--- src/rtl/ncp_pkg.sv ---
`timescale 1ns / 1ps

package ncp_pkg;

    localparam int KIND_W     = 2;
    localparam int CIDX_W     = 4;
    localparam int DIDX_W     = 2;
    localparam int COORD_W    = 16;
    localparam int RES_W      = 17;
    localparam int CFG_IDX_W  = 1;
    localparam int CFG_DATA_W = 5;
    localparam int ACT_W      = 5;
    localparam int DIMS_W     = 3;

    localparam int MAX_CENTROIDS = 16;
    localparam int MAX_DIMS      = 4;
    localparam int MAX_POINTS    = 65536;

    localparam logic [KIND_W-1:0] KIND_LOAD   = 2'd0;
    localparam logic [KIND_W-1:0] KIND_POINT  = 2'd1;
    localparam logic [KIND_W-1:0] KIND_CLEAR  = 2'd2;
    localparam logic [KIND_W-1:0] KIND_REPORT = 2'd3;

    localparam logic REPLY_ASSIGN = 1'b0;
    localparam logic REPLY_REPORT = 1'b1;

    localparam logic [CFG_IDX_W-1:0] CFG_ACTIVE = 1'b0;
    localparam logic [CFG_IDX_W-1:0] CFG_DIMS   = 1'b1;

    localparam logic [ACT_W-1:0]  ACTIVE_RESET = 5'd16;
    localparam logic [DIMS_W-1:0] DIMS_RESET   = 3'd3;

    typedef struct packed {
        logic                      wr_en;
        logic [CIDX_W-1:0]         wr_cidx;
        logic [DIDX_W-1:0]         wr_didx;
        logic signed [COORD_W-1:0] wr_data;
        logic                      clr_cnt;
        logic                      acc_clr;
        logic                      acc_en;
        logic                      inc_en;
        logic [ACT_W-1:0]          eff_nc;
    } t_cell_ctl;

endpackage

--- src/rtl/ncp_cell.sv ---
`timescale 1ns / 1ps

module ncp_cell #(
    parameter int IDX = 0,
    localparam int CW  = (ncp_pkg::MAX_CENTROIDS > 1) ? $clog2(ncp_pkg::MAX_CENTROIDS) : 1,
    localparam int DSW = (ncp_pkg::MAX_DIMS > 1) ? $clog2(ncp_pkg::MAX_DIMS) : 1,
    localparam int DW  = 33 + $clog2(ncp_pkg::MAX_DIMS),
    localparam int NW  = $clog2(ncp_pkg::MAX_POINTS + 1),
    localparam int TW  = 7 + DW + CW + 2 * NW
) (
    input  logic                i_clk,
    input  logic                i_rst_n,
    input  ncp_pkg::t_cell_ctl  i_ctl,
    input  logic [DSW-1:0]      i_dim_sel,
    input  logic signed [15:0]  i_pt_coord,
    input  logic [CW-1:0]       i_win_idx,
    input  logic [TW-1:0]       i_tok,
    output logic [TW-1:0]       o_tok
);

    localparam int NW1 = NW + 1;
    localparam logic [NW-1:0]  SAT   = NW'(ncp_pkg::MAX_POINTS);
    localparam logic [NW1-1:0] SAT_X = NW1'(ncp_pkg::MAX_POINTS);

    typedef struct packed {
        logic          vld;
        logic          rpt;
        logic          have;
        logic [3:0]    tgt;
        logic [DW-1:0] dsq;
        logic [CW-1:0] idx;
        logic [NW-1:0] cnt;
        logic [NW-1:0] off;
    } t_token;

    t_token              tin;
    t_token              tout;
    t_token              r_tok;
    logic signed [15:0]  r_coord [ncp_pkg::MAX_DIMS];
    logic signed [16:0]  r_diff;
    logic [32:0]         r_sq;
    logic [DW-1:0]       r_acc;
    logic [NW-1:0]       r_cnt;
    logic signed [33:0]  prod;
    logic [NW1-1:0]      off_sum;
    logic                hit_wr;
    logic                active;

    assign tin    = t_token'(i_tok);
    assign o_tok  = r_tok;
    assign hit_wr = i_ctl.wr_en && (int'(i_ctl.wr_cidx) == IDX);
    assign active = IDX < int'(i_ctl.eff_nc);
    assign prod   = r_diff * r_diff;

    always_ff @(posedge i_clk) begin
        for (int d = 0; d < ncp_pkg::MAX_DIMS; d++) begin
            if (hit_wr && int'(i_ctl.wr_didx) == d) begin
                r_coord[d] <= i_ctl.wr_data;
            end
        end
    end

    always_ff @(posedge i_clk) begin
        r_diff <= {i_pt_coord[15], i_pt_coord}
                - {r_coord[i_dim_sel][15], r_coord[i_dim_sel]};
        r_sq   <= prod[32:0];
        if (i_ctl.acc_clr) begin
            r_acc <= '0;
        end else if (i_ctl.acc_en) begin
            r_acc <= r_acc + DW'(r_sq);
        end
    end

    always_ff @(posedge i_clk) begin
        if (!i_rst_n) begin
            r_cnt <= '0;
        end else if (i_ctl.clr_cnt) begin
            r_cnt <= '0;
        end else if (i_ctl.inc_en && i_win_idx == CW'(IDX) && r_cnt < SAT) begin
            r_cnt <= r_cnt + 1'b1;
        end
    end

    always_comb begin
        tout    = tin;
        off_sum = {1'b0, tin.off} + {1'b0, r_cnt};
        if (tin.rpt) begin
            if (IDX < int'(tin.tgt)) begin
                tout.off = (off_sum > SAT_X) ? SAT : off_sum[NW-1:0];
            end
            if (IDX == int'(tin.tgt)) begin
                tout.cnt = r_cnt;
            end
        end else if (active && (!tin.have || r_acc < tin.dsq)) begin
            tout.have = 1'b1;
            tout.dsq  = r_acc;
            tout.idx  = CW'(IDX);
            tout.cnt  = r_cnt;
        end
    end

    always_ff @(posedge i_clk) begin
        if (!i_rst_n) begin
            r_tok <= '0;
        end else begin
            r_tok <= tout;
        end
    end

endmodule

--- config.mk ---
export PLATFORM = sky130hd
export DESIGN_NAME = ncp_cell
export DESIGN_NICKNAME = d
export VERILOG_FILES = /design/src/rtl/ncp_pkg.sv /design/src/rtl/ncp_cell.sv
export SDC_FILE = /design/constraint.sdc
export NUM_CORES = 1
export LEC_CHECK = 0
export ABC_CLOCK_PERIOD_IN_PS = 7300
export BUFFER_PORTS_ARGS = -buffer_cell sky130_fd_sc_hd__buf_2
export CORE_UTILIZATION = 38
export DETAILED_ROUTE_END_ITERATION = 6
export SLEW_MARGIN = 20
export SYNTH_ARGS = -nofsm -noshare
export SYNTH_HDL_FRONTEND = slang
export SYNTH_SLANG_ARGS = --single-unit
--- constraint.sdc ---
create_clock -name i_clk -period 7.3 [get_ports i_clk]
set_input_delay 1.46 -clock i_clk [delete_from_list [all_inputs] [get_ports i_clk]]
set_output_delay 1.46 -clock i_clk [all_outputs]
set_load 0.02 [all_outputs]
* Yosys cells after proc, flatten, opt, wreduce, memory -nomap -nowiden
Memory sizes are Yosys's and may differ from the RTL's. Cells that the tools add are included.
Word-level totals: flip-flop bits (word level) 182, memory bits (writable) 64, input bits 136, output and inout bits 80, logic and storage cells 71, memories kept 1
Cells by class: add/subtract/negate cells 4, multiply operators 1, magnitude comparators 5, eq/ne operators 3, multiplexer cells 26, bitwise operators 1, reduce and logical (&&, ||, !) cells 18
Memories:
- r_coord | depth 4, bits a word 16, read ports 1, clocked after Yosys merged registers in 0, write ports 1, RTL line ncp_cell.sv:39 | logic signed [15:0] r_coord [ncp_pkg::MAX_DIMS];
Operator list (count):
- $mux W17 | 5
- $mux W56 | 1
- $mux W16 | 3
- $reduce_or A16 Y1 | 3
- $mux W39 | 1
- $add A35 B33 Y35 | 1
- $lt A35 B35 Y1 | 1
- $mul A17 B17 Y33 | 1
- $add A17 B17 Y18 | 1
- $gt A18 B17 Y1 const B | 1
- $add A17 B1 Y17 const B | 1
- $lt A17 B17 Y1 const B | 1
- $sub A16 B16 Y17 | 1
- $mux W1 | 13
- $logic_not A4 Y1 | 3
- $logic_and A1 B1 Y1 | 8
- $mux W2 | 3
- $lt A1 B5 Y1 const A | 1
- $eq A2 B2 Y1 const B | 2
- $lt A1 B4 Y1 const A | 1
- $eq A2 B1 Y1 const B | 1
- $logic_not A2 Y1 | 1
- $reduce_or A2 Y1 | 1
- $logic_not A1 Y1 | 1
- other kinds (2) | 2

* Longest topological paths before layout
Gate-level depths: netlist of the first run.
depth in word-level cells 9, gate-level depth with buffers 25, mapped depth without buffers 24

* Worst setup path before layout of the first run
No wires, ideal clock.
path type flip-flop to flip-flop, start register r_diff[2], end register r_sq[25], data arrival time 5.955 ns, setup slack 1.273 ns, stages on the path, launching flop included 26, buffers on the path 3, path through dfxtp_1 -> clkbuf_1 -> clkbuf_1 -> nand2_1 -> inv_1 -> fa_1 -> inv_1 -> fa_1 -> fa_1 -> inv_1 -> fa_1 -> fa_1 -> inv_1 -> fa_1 -> inv_1 -> ha_1 -> buf_2 -> o21a_1 -> o211ai_1 -> o2bb2ai_1 -> nor3b_4 -> o31ai_4 -> a2111oi_2 -> o21ai_1 -> a21oi_1 -> xor2_1
On the way: word-level cells in the longest chain between the ends 1
RTL lines:
- start, declared | RTL line ncp_cell.sv:40 | logic signed [16:0] r_diff;
- start signal, assigned | RTL line ncp_cell.sv:64 | r_diff <= {i_pt_coord[15], i_pt_coord}
- $mul A17 B17 Y33 | RTL line ncp_cell.sv:53 | assign prod = r_diff * r_diff;
- net prod[25] | RTL line ncp_cell.sv:44 | logic signed [33:0] prod;
- end signal, assigned | RTL line ncp_cell.sv:66 | r_sq <= prod[32:0];
- end, declared | RTL line ncp_cell.sv:41 | logic [32:0] r_sq;
The timed path passes the listed nets, and every way through them passes these cells. A chain may end at the register's enable or synchronous reset.

* Worst setup path after layout of the first run
start register r_diff[2], end register r_sq[31]
The elaborated chain is that of the path after synthesis.

==> results by stage, run 1 <==
Outcome:
- The run finished with clean final reports.

Drt:
- The length of the first detailed-routing pass in iterations is 5.
- The via count normalized by instance count is 4.80.
- In this run the remaining antenna-violating nets after routing total 0.
- In the final routed layout, each cell accounts on average for 15.0 um.
- The vias after detailed routing is 15.3k.
- The detailed router's first-iteration violation count is 692.
- The final wirelength is between 40000 and 50000 um.
- The number of design rule violations left after detail routing is 0.

Layout:
- In the final layout, the share of cells above drive strength 1 is between 10% and 20%.
- The number of nets in the final layout is 3002.
- The fill cell instance count of the final layout is roughly 5.4k.
- The area overhead of the layout relative to synthesis is 12.8%.

Yosys:
- The sequential area share after synthesis is around 25%.
- Summing every instance area after synthesis gives 21800 um2.
- The flop and latch count out of synthesis is 245.
- Of all flip-flops after synthesis, the portion carrying an async set or reset was 0%.
- The number of standard cells after synthesis is 2210.
- The Yosys warning count is 0.
- Counting flops with a built-in enable in the synthesized netlist gives 64.
- When the netlist entered floorplanning its net count stood at around 2.8k.
- After synthesis, the netlist uses 82 different library cells.
- Averaged over all synthesized cells, the footprint is 9.85 um2.
- Among all flip-flop cells after synthesis, the most frequent one is sky130_fd_sc_hd__dfxtp_1.

Timing:
- The final-layout setup total negative slack is 0 ns.
- Setup repair after global routing left no endpoint under its margin.
- The number of slew-limit violations in the final report came to 0.
- On the final layout, the worst clock skew is 0.0185 ns.
- Timing would allow up to approximately 0.15 GHz.
- The final critical delay including setup and external delays is 6.51 ns.
- At the pin with the least slew margin, the transition time is 0.914 ns.
- Setup violations remaining at the end of the flow were counted as 0.
- The share of the cycle needed by the critical path after routing is 89.2%.
- The tightest slew margin relative to the limit is approximately two fifths.
- The final-report hold violation count is 0.

Clock tree:
- The number of H-tree levels is 1.
- Clock-pin slew was measured on the worst setup and hold paths at 0.06 ns.
- The CTS tree is yes.
- In this run the post-CTS setup repair buffer count came out at 0.
- TritonCTS created 29 clock buffers.
- The clock passes through at most 3 buffers.
- The total clock sinks is 245.
- The post-cts gate resize count is 0.
- The number of hold buffers added after CTS is 0.
- The tree is rooted in a sky130_fd_sc_hd__clkbuf_16.
- The insertion delay to the later sink of the worst-skew pair is 0.59 ns.

Placement:
- Summed over all nets, the half-perimeter wirelength after detailed placement is about 40000 um.
- The count of port buffers added during placement is 215.
- At the end of routability-driven placement, the weighted congestion stood at around 0.86.

Global routing:
- The aggregate global routing overflow is 0.
- The number of antenna violations at the first check in global routing was 2.
- The first-pass GRT wire length is 79100 um.
- The all-layer global routing usage is between 10% and 20%.
- Entering global routing, the biggest net connects approximately 50 pins.
- The number of global-route vias before repair came to approximately 16k.

Hold path:
- The type of the tightest min-delay check is register to register.

Floorplanning:
- The starting density of the core is 38.5%.
- The number of cell rows is slightly below 90.
- For this design the top-level I/O count stands at approximately 220.
- The die footprint is 58300 um2.
- The core region is 56500 um2.
- From left edge to right edge, the die measures around 240 um.
- The die extent in y is 241 um.

Critical path:
- STA classifies the critical path endpoint as a register.
- At the worst endpoint, the required time is 7.78 ns.
- Of all nets on the critical path, the largest fanout is 21.
- The arrival time of data at the critical path endpoint is 6.99 ns.
- The startpoint-to-endpoint class of the critical path is register to register.
- STA classifies the critical path startpoint as a register.

Flow run:
- The max-cap violation count is 0.
[cell families (layout without fill, tap and decap cells)]
group | Yosys count | after routing | synth area share (%)
other cells | 0 | 2 | 0
mux | 88 | 88 | 4.97
compound gates | 309 | 309 | 9.81
flops | 245 | 245 | 25.5
buf+inv | 473 | 697 | 8.35
fa+ha+maj | 453 | 453 | 35.1
xor+xnor | 109 | 109 | 4.38
simple gates | 533 | 533 | 11.9
[flip-flops by register name (all words and copies together), names as in the netlist]
register	count
r_cnt	17
o_tok	80
r_sq	32
r_diff	17
r_acc	35
r_coord	64
[synth_stat cells, types with 4 or more instances]
cell type	count	area share (%)
sky130_fd_sc_hd__inv_1	417	7.2
sky130_fd_sc_hd__fa_1	264	24
sky130_fd_sc_hd__ha_1	189	11
sky130_fd_sc_hd__dfxtp_1	181	17
sky130_fd_sc_hd__nand2_1	170	2.9
sky130_fd_sc_hd__nor2_1	126	2.2
sky130_fd_sc_hd__a21oi_1	75	1.7
sky130_fd_sc_hd__mux2i_1	71	3.3
sky130_fd_sc_hd__xnor2_1	67	2.7
sky130_fd_sc_hd__edfxtp_1	64	8.8
sky130_fd_sc_hd__and2_1	61	1.8
sky130_fd_sc_hd__nor2b_1	61	1.8
sky130_fd_sc_hd__clkbuf_1	43	0.74
sky130_fd_sc_hd__xor2_1	42	1.7
sky130_fd_sc_hd__o21ai_0	41	0.94
sky130_fd_sc_hd__a21o_1	39	1.3
sky130_fd_sc_hd__nand3_1	23	0.53
sky130_fd_sc_hd__nor3_1	19	0.44
sky130_fd_sc_hd__o21ai_1	19	0.44
sky130_fd_sc_hd__mux4_2	16	1.7
sky130_fd_sc_hd__nand4_1	16	0.46
sky130_fd_sc_hd__o21a_1	16	0.55
sky130_fd_sc_hd__a211oi_1	14	0.48
sky130_fd_sc_hd__nand2b_1	14	0.40
sky130_fd_sc_hd__and3_1	13	0.37
sky130_fd_sc_hd__a31oi_1	12	0.34
sky130_fd_sc_hd__o211ai_1	10	0.34
sky130_fd_sc_hd__o21bai_1	7	0.24
sky130_fd_sc_hd__or2_2	7	0.20
sky130_fd_sc_hd__a21boi_0	6	0.21
sky130_fd_sc_hd__a211o_1	5	0.20
sky130_fd_sc_hd__a31o_2	5	0.20
sky130_fd_sc_hd__buf_6	5	0.26
sky130_fd_sc_hd__a21oi_2	4	0.16
sky130_fd_sc_hd__a32o_1	4	0.18
sky130_fd_sc_hd__buf_2	4	0.092
sky130_fd_sc_hd__nor4_1	4	0.11
sky130_fd_sc_hd__o22ai_1	4	0.11
sky130_fd_sc_hd__o31a_1	4	0.16
sky130_fd_sc_hd__or3_1	4	0.11
[final timing paths]
kind                                start   endpoint  slack (ns)  cells past startpoint
worst min-delay path            r_cnt[15]  o_tok[32]        0.52                      2
worst min register to register  r_cnt[15]  o_tok[32]        0.52                      2
worst max-delay path            r_diff[2]   r_sq[31]        0.79                     22
worst max register to register  r_diff[2]   r_sq[31]        0.79                     22
[per-stage QoR]
step / area [um2] / cells / utilization [%] / setup WS (ns) / hold WS, ns
floorplan: 21800 / 2210 / - / 1.27 / 0.412
global placement: 23700 / 3138 / 41.9 / 0.953 / 0.510
detailed placement: 23700 / 3138 / 41.9 / 0.814 / 0.520
CTS: 24600 / 3190 / 43.5 / 0.810 / 0.528
global route: 24600 / 3192 / 43.5 / 0.338 / 0.559
finish: 24600 / 3192 / 43.5 / 0.791 / 0.524
[area by class of cell]
cell class | instances | area (um2) | share of cell area, %
antenna | 2 | 5.00 | 0.0204
tap | 756 | 946 | 3.85
inverter | 418 | 1570 | 6.39
timing repair buffer | 227 | 1170 | 4.75
multi-input combinational | 1492 | 14400 | 58.8
clock inverter | 15 | 105 | 0.428
sequential | 245 | 5550 | 22.6
clock buffer | 37 | 796 | 3.24
[metal layers]
layer | vias to the layer above | GRT usage (%) | wire (um) | share of wire (%)
met5 | - | 0 | 0 | 0
met4 | 0 | 3.38 | 782 | 1.6
met3 | 50 | 2.48 | 2210 | 4.6
met2 | 331 | 28.2 | 21900 | 46
met1 | 7352 | 22.7 | 23100 | 48
li1 | 7591 | - | - | -
[cell usage in the layout (no fill, tap or decap), types with 17 or more instances in the layout]
cell	instances
sky130_fd_sc_hd__inv_1	417
sky130_fd_sc_hd__fa_1	264
sky130_fd_sc_hd__buf_2	215
sky130_fd_sc_hd__ha_1	189
sky130_fd_sc_hd__dfxtp_1	181
sky130_fd_sc_hd__nand2_1	170
sky130_fd_sc_hd__nor2_1	124
sky130_fd_sc_hd__a21oi_1	75
sky130_fd_sc_hd__mux2i_1	71
sky130_fd_sc_hd__xnor2_1	67
sky130_fd_sc_hd__edfxtp_1	64
sky130_fd_sc_hd__and2_1	61
sky130_fd_sc_hd__nor2b_1	61
sky130_fd_sc_hd__xor2_1	42
sky130_fd_sc_hd__o21ai_0	41
sky130_fd_sc_hd__a21o_1	39
sky130_fd_sc_hd__clkbuf_16	29
sky130_fd_sc_hd__nand3_1	23
sky130_fd_sc_hd__o21ai_1	19
sky130_fd_sc_hd__nor3_1	17
[worst max-delay path, cell delays in order (launching register included)]
cell	delay, ns
sky130_fd_sc_hd__dfxtp_1	0.88
sky130_fd_sc_hd__nand2_1	0.23
sky130_fd_sc_hd__inv_1	0.12
sky130_fd_sc_hd__fa_1	0.41
sky130_fd_sc_hd__inv_1	0.08
sky130_fd_sc_hd__fa_1	0.43
sky130_fd_sc_hd__fa_1	0.53
sky130_fd_sc_hd__inv_1	0.05
sky130_fd_sc_hd__fa_1	0.46
sky130_fd_sc_hd__fa_1	0.54
sky130_fd_sc_hd__inv_1	0.05
sky130_fd_sc_hd__fa_1	0.54
sky130_fd_sc_hd__inv_1	0.04
sky130_fd_sc_hd__ha_1	0.37
sky130_fd_sc_hd__a211oi_1	0.27
sky130_fd_sc_hd__nand2_1	0.12
sky130_fd_sc_hd__o2bb2ai_1	0.31
sky130_fd_sc_hd__nor3b_4	0.11
sky130_fd_sc_hd__o31ai_2	0.26
sky130_fd_sc_hd__nand3b_1	0.17
sky130_fd_sc_hd__a31oi_2	0.28
sky130_fd_sc_hd__nand2_1	0.08
sky130_fd_sc_hd__o311ai_1	0.08
Power of run 1 is left out: the tool's default activity adds up to more than one toggle a clock period on the data nets, which glitch-free logic cannot reach.
==> run 2: changes to the inputs <==
--- a/config.mk
+++ b/config.mk
@@ -6,7 +6,7 @@
 export NUM_CORES = 1
 export LEC_CHECK = 0
 export ABC_CLOCK_PERIOD_IN_PS = 7300
-export BUFFER_PORTS_ARGS = -buffer_cell sky130_fd_sc_hd__buf_2
+export BUFFER_PORTS_ARGS = -buffer_cell sky130_fd_sc_hd__buf_4
 export CORE_UTILIZATION = 38
 export DETAILED_ROUTE_END_ITERATION = 6
 export SLEW_MARGIN = 20
==> run 2 against run 1 <==
Count of clock-buffer cells in the layout increased by 5. Global-route usage about the same. Sequential share of layout area decreased by 0.50 points. Register-to-register slack got worse by 0.18 ns. Clock skew about the same. Critical path type unchanged. Critical endpoint is now r_sq[32].
==> results by stage, run 2 (synthesis results as in run 1) <==
Critical path:
- The arrival time of data at the critical path endpoint is 7.15 ns (+0.16 ns).
- The biggest fanout along the worst timing path is 18 (-14%).
- The signal on the critical path passes through nand2_1 > fa_1 > inv_1 > fa_1 > inv_1 > fa_1 > inv_1 > fa_1 > fa_1 > inv_1 > fa_1 > inv_1 > ha_1 > o21ai_0 > a21oi_1 > nand2_1 > a21boi_0 > a41o_1 > a21oi_2 > o21ai_1 > a2111o_1 > o211ai_2.
- The worst setup path is launched from a register.
- Broken down by cell family, the worst path's largest delay share belongs to adder cells.
- The startpoint-to-endpoint class of the critical path is register to register.
- The worst endpoint required time came to 7.77 ns (about the same).
- The delay of the slowest critical-path stage is 0.88 ns (about the same).
- The cell type with the highest occurrence count on the critical path is sky130_fd_sc_hd__fa_1.
- The worst path buffer plus inverter count is 5 (unchanged).
- The standard cell with the maximum stage delay on the critical path is sky130_fd_sc_hd__dfxtp_1.
- STA classifies the critical path endpoint as a register.

Floorplanning:
- The die extent in x came to 241 um (unchanged).
- The floorplan core area is 56500 um2 (unchanged).
- The I/O pin total is 216 (unchanged).
- The die extent in y is 241 um (unchanged).
- The starting density of the core is 38.5% (unchanged).
- The number of cell rows is 87 (unchanged).
- The die footprint came to 58300 um2 (unchanged).

Clock tree:
- The CTS tree is yes.
- The post-CTS repair timing setup buffer count is 0 (unchanged).
- The clock-pin slew reported for the worst setup and hold paths after clock tree synthesis is 0.06 ns (about the same).
- The insertion delay to the later sink of the worst-skew pair was 0.59 ns (about the same).
- The number of hold buffers added after CTS was 0 (unchanged).
- The post-cts gate resize count is 0 (unchanged).
- The number of buffers between clock root and the deepest sink is 3 (unchanged).
- The number of H-tree levels is 1 (unchanged).
- The total clock sinks is 245 (unchanged).
- The clock root buffer master is sky130_fd_sc_hd__clkbuf_16.
- The number of buffers inserted during clock tree synthesis came to 29 (unchanged).

Layout:
- In the layout the commonest cells are 417 x sky130_fd_sc_hd__inv_1, 264 x sky130_fd_sc_hd__fa_1, 227 x sky130_fd_sc_hd__buf_4.
- The flip-flop count of the largest register, all copies and words added came to 80 (unchanged).
- The fraction of final layout cells sized beyond drive strength 1 is 13.6% (-0.13 points).
- The library cell used most frequently in the layout, excluding fill and tap cells, is sky130_fd_sc_hd__inv_1.
- The total inserted antenna cells is 0 (-2).
- The area overhead of the layout relative to synthesis is 15.4%.
- The number of nets in the final layout is 3002 (unchanged).

Drt:
- The wire length the detailed router placed on met1 is 23100 um (+0.20%).
- The highest routed metal layer is met4.
- The post-detailed-route wirelength per cell is 15.2 um (+1.2%).
- The met2 routed wirelength is 22100 um (+0.81%).
- The via count normalized by instance count is 4.80 (about the same).
- The length of the first detailed-routing pass in iterations came to 5 (unchanged).
- The number of design rule violations left after detail routing is 0 (unchanged).
- The vias after detailed routing is 15.3k (-0.052%).
- The routed length on met3 is 2500 um (+13%).
- The number of nets with antenna violations after detailed routing is 0 (unchanged).
- The detailed router's first-iteration violation count was 785 (+13%).
- The final wirelength is 48600 um (+1.2%).

Global routing:
- The all-layer global routing usage is 16.7% (-0.031 points).
- The number of global-route vias before repair is 15.6k (-2.0%).
- The maximum number of pins on one net before global-route repair is 71 (+39%).
- The aggregate global routing overflow came to 0 (unchanged).
- The number of antenna violations at the first check in global routing is 0 (-2).
- The first-pass GRT wire length is 78700 um (-0.47%).

Timing:
- The final critical delay including setup and external delays is 6.69 ns (+0.178 ns).
- The number of setup violations in the final report is 0 (unchanged).
- The setup clock skew after layout came to 0.0188 ns (+0.000306 ns).
- The highest clock rate came to 0.150 GHz (-2.7%).
- The tightest slew margin relative to the limit is 36.4% (-2.5 points).
- The final-report hold violation count was 0 (unchanged).
- Setup repair after global routing left no endpoint under its margin.
- The final-layout setup total negative slack is 0 ns (unchanged).
- The share of the cycle needed by the critical path after routing was 91.6% (+2.4 points).
- The number of slew-limit violations in the final report was 0 (unchanged).
- The slew at the pin with the worst max-slew slack was 0.953 ns (+0.0381 ns).

Placement:
- The count of port buffers added during placement is 215 (unchanged).
- The half-perimeter wire length of the detailed placement result is 39500 um (+0.48%).
- The final weighted congestion in routability-driven placement is 0.875 (+1.9%).

Hold path:
- The type of the tightest min-delay check is register to register.

Outcome:
- The run finished with clean final reports.

Flow run:
- The max-cap violation count was 0 (unchanged).
==> run 2: final cells by class <==
cell class / count / area (um2)
repair buffers: 227 / 1700
multi-input cells: 1492 / 14400
inverters: 418 / 1570
fillers: 5325 / 31400
flip-flops and latches: 245 / 5550
clock inverters: 12 / 110
well taps: 756 / 946
clock buffers: 42 / 815
==> run 2: worst min-delay path: cells and delay by family (launching register included) <==
family           cells  cell delay [ns]
AND/OR/NAND/NOR      1             0.07
AO/OA/AOI/OAI        1             0.06
flip-flops           1             0.35
==> run 2: stage by stage <==
| stage | cells | setup WS (ns) | instance area [um2] | hold WS, ns | util [%] |
|---|---|---|---|---|---|
| floorplan | 2210 | 1.27 | 21800 | 0.412 | - |
| global placement | 3138 | 0.927 | 24200 | 0.510 | 42.8 |
| detailed placement | 3138 | 0.705 | 24200 | 0.526 | 42.8 |
| CTS | 3192 | 0.689 | 25100 | 0.533 | 44.5 |
| global route | 3192 | 0.190 | 25100 | 0.559 | 44.5 |
| finish | 3192 | 0.613 | 25100 | 0.530 | 44.5 |
==> run 2: path summary, 6_finish.rpt <==
path | startpoint | end | slack, ns | cells past startpoint
worst min register to register | r_acc[31] | r_acc[31] | 0.53 | 2
worst max register to register | r_diff[7] | r_sq[32] | 0.61 | 22
worst max-delay path | r_diff[7] | r_sq[32] | 0.61 | 22
worst min-delay path | r_acc[31] | r_acc[31] | 0.53 | 2
==> run 2: per-layer routing <==
layer | vias to the layer above | GRT usage, %
li1 | 7583 | -
met1 | 7327 | 23.0
met2 | 356 | 27.6
met3 | 50 | 2.53
met4 | 0 | 3.32
met5 | - | 0
Power of run 2 is left out for the same reason.
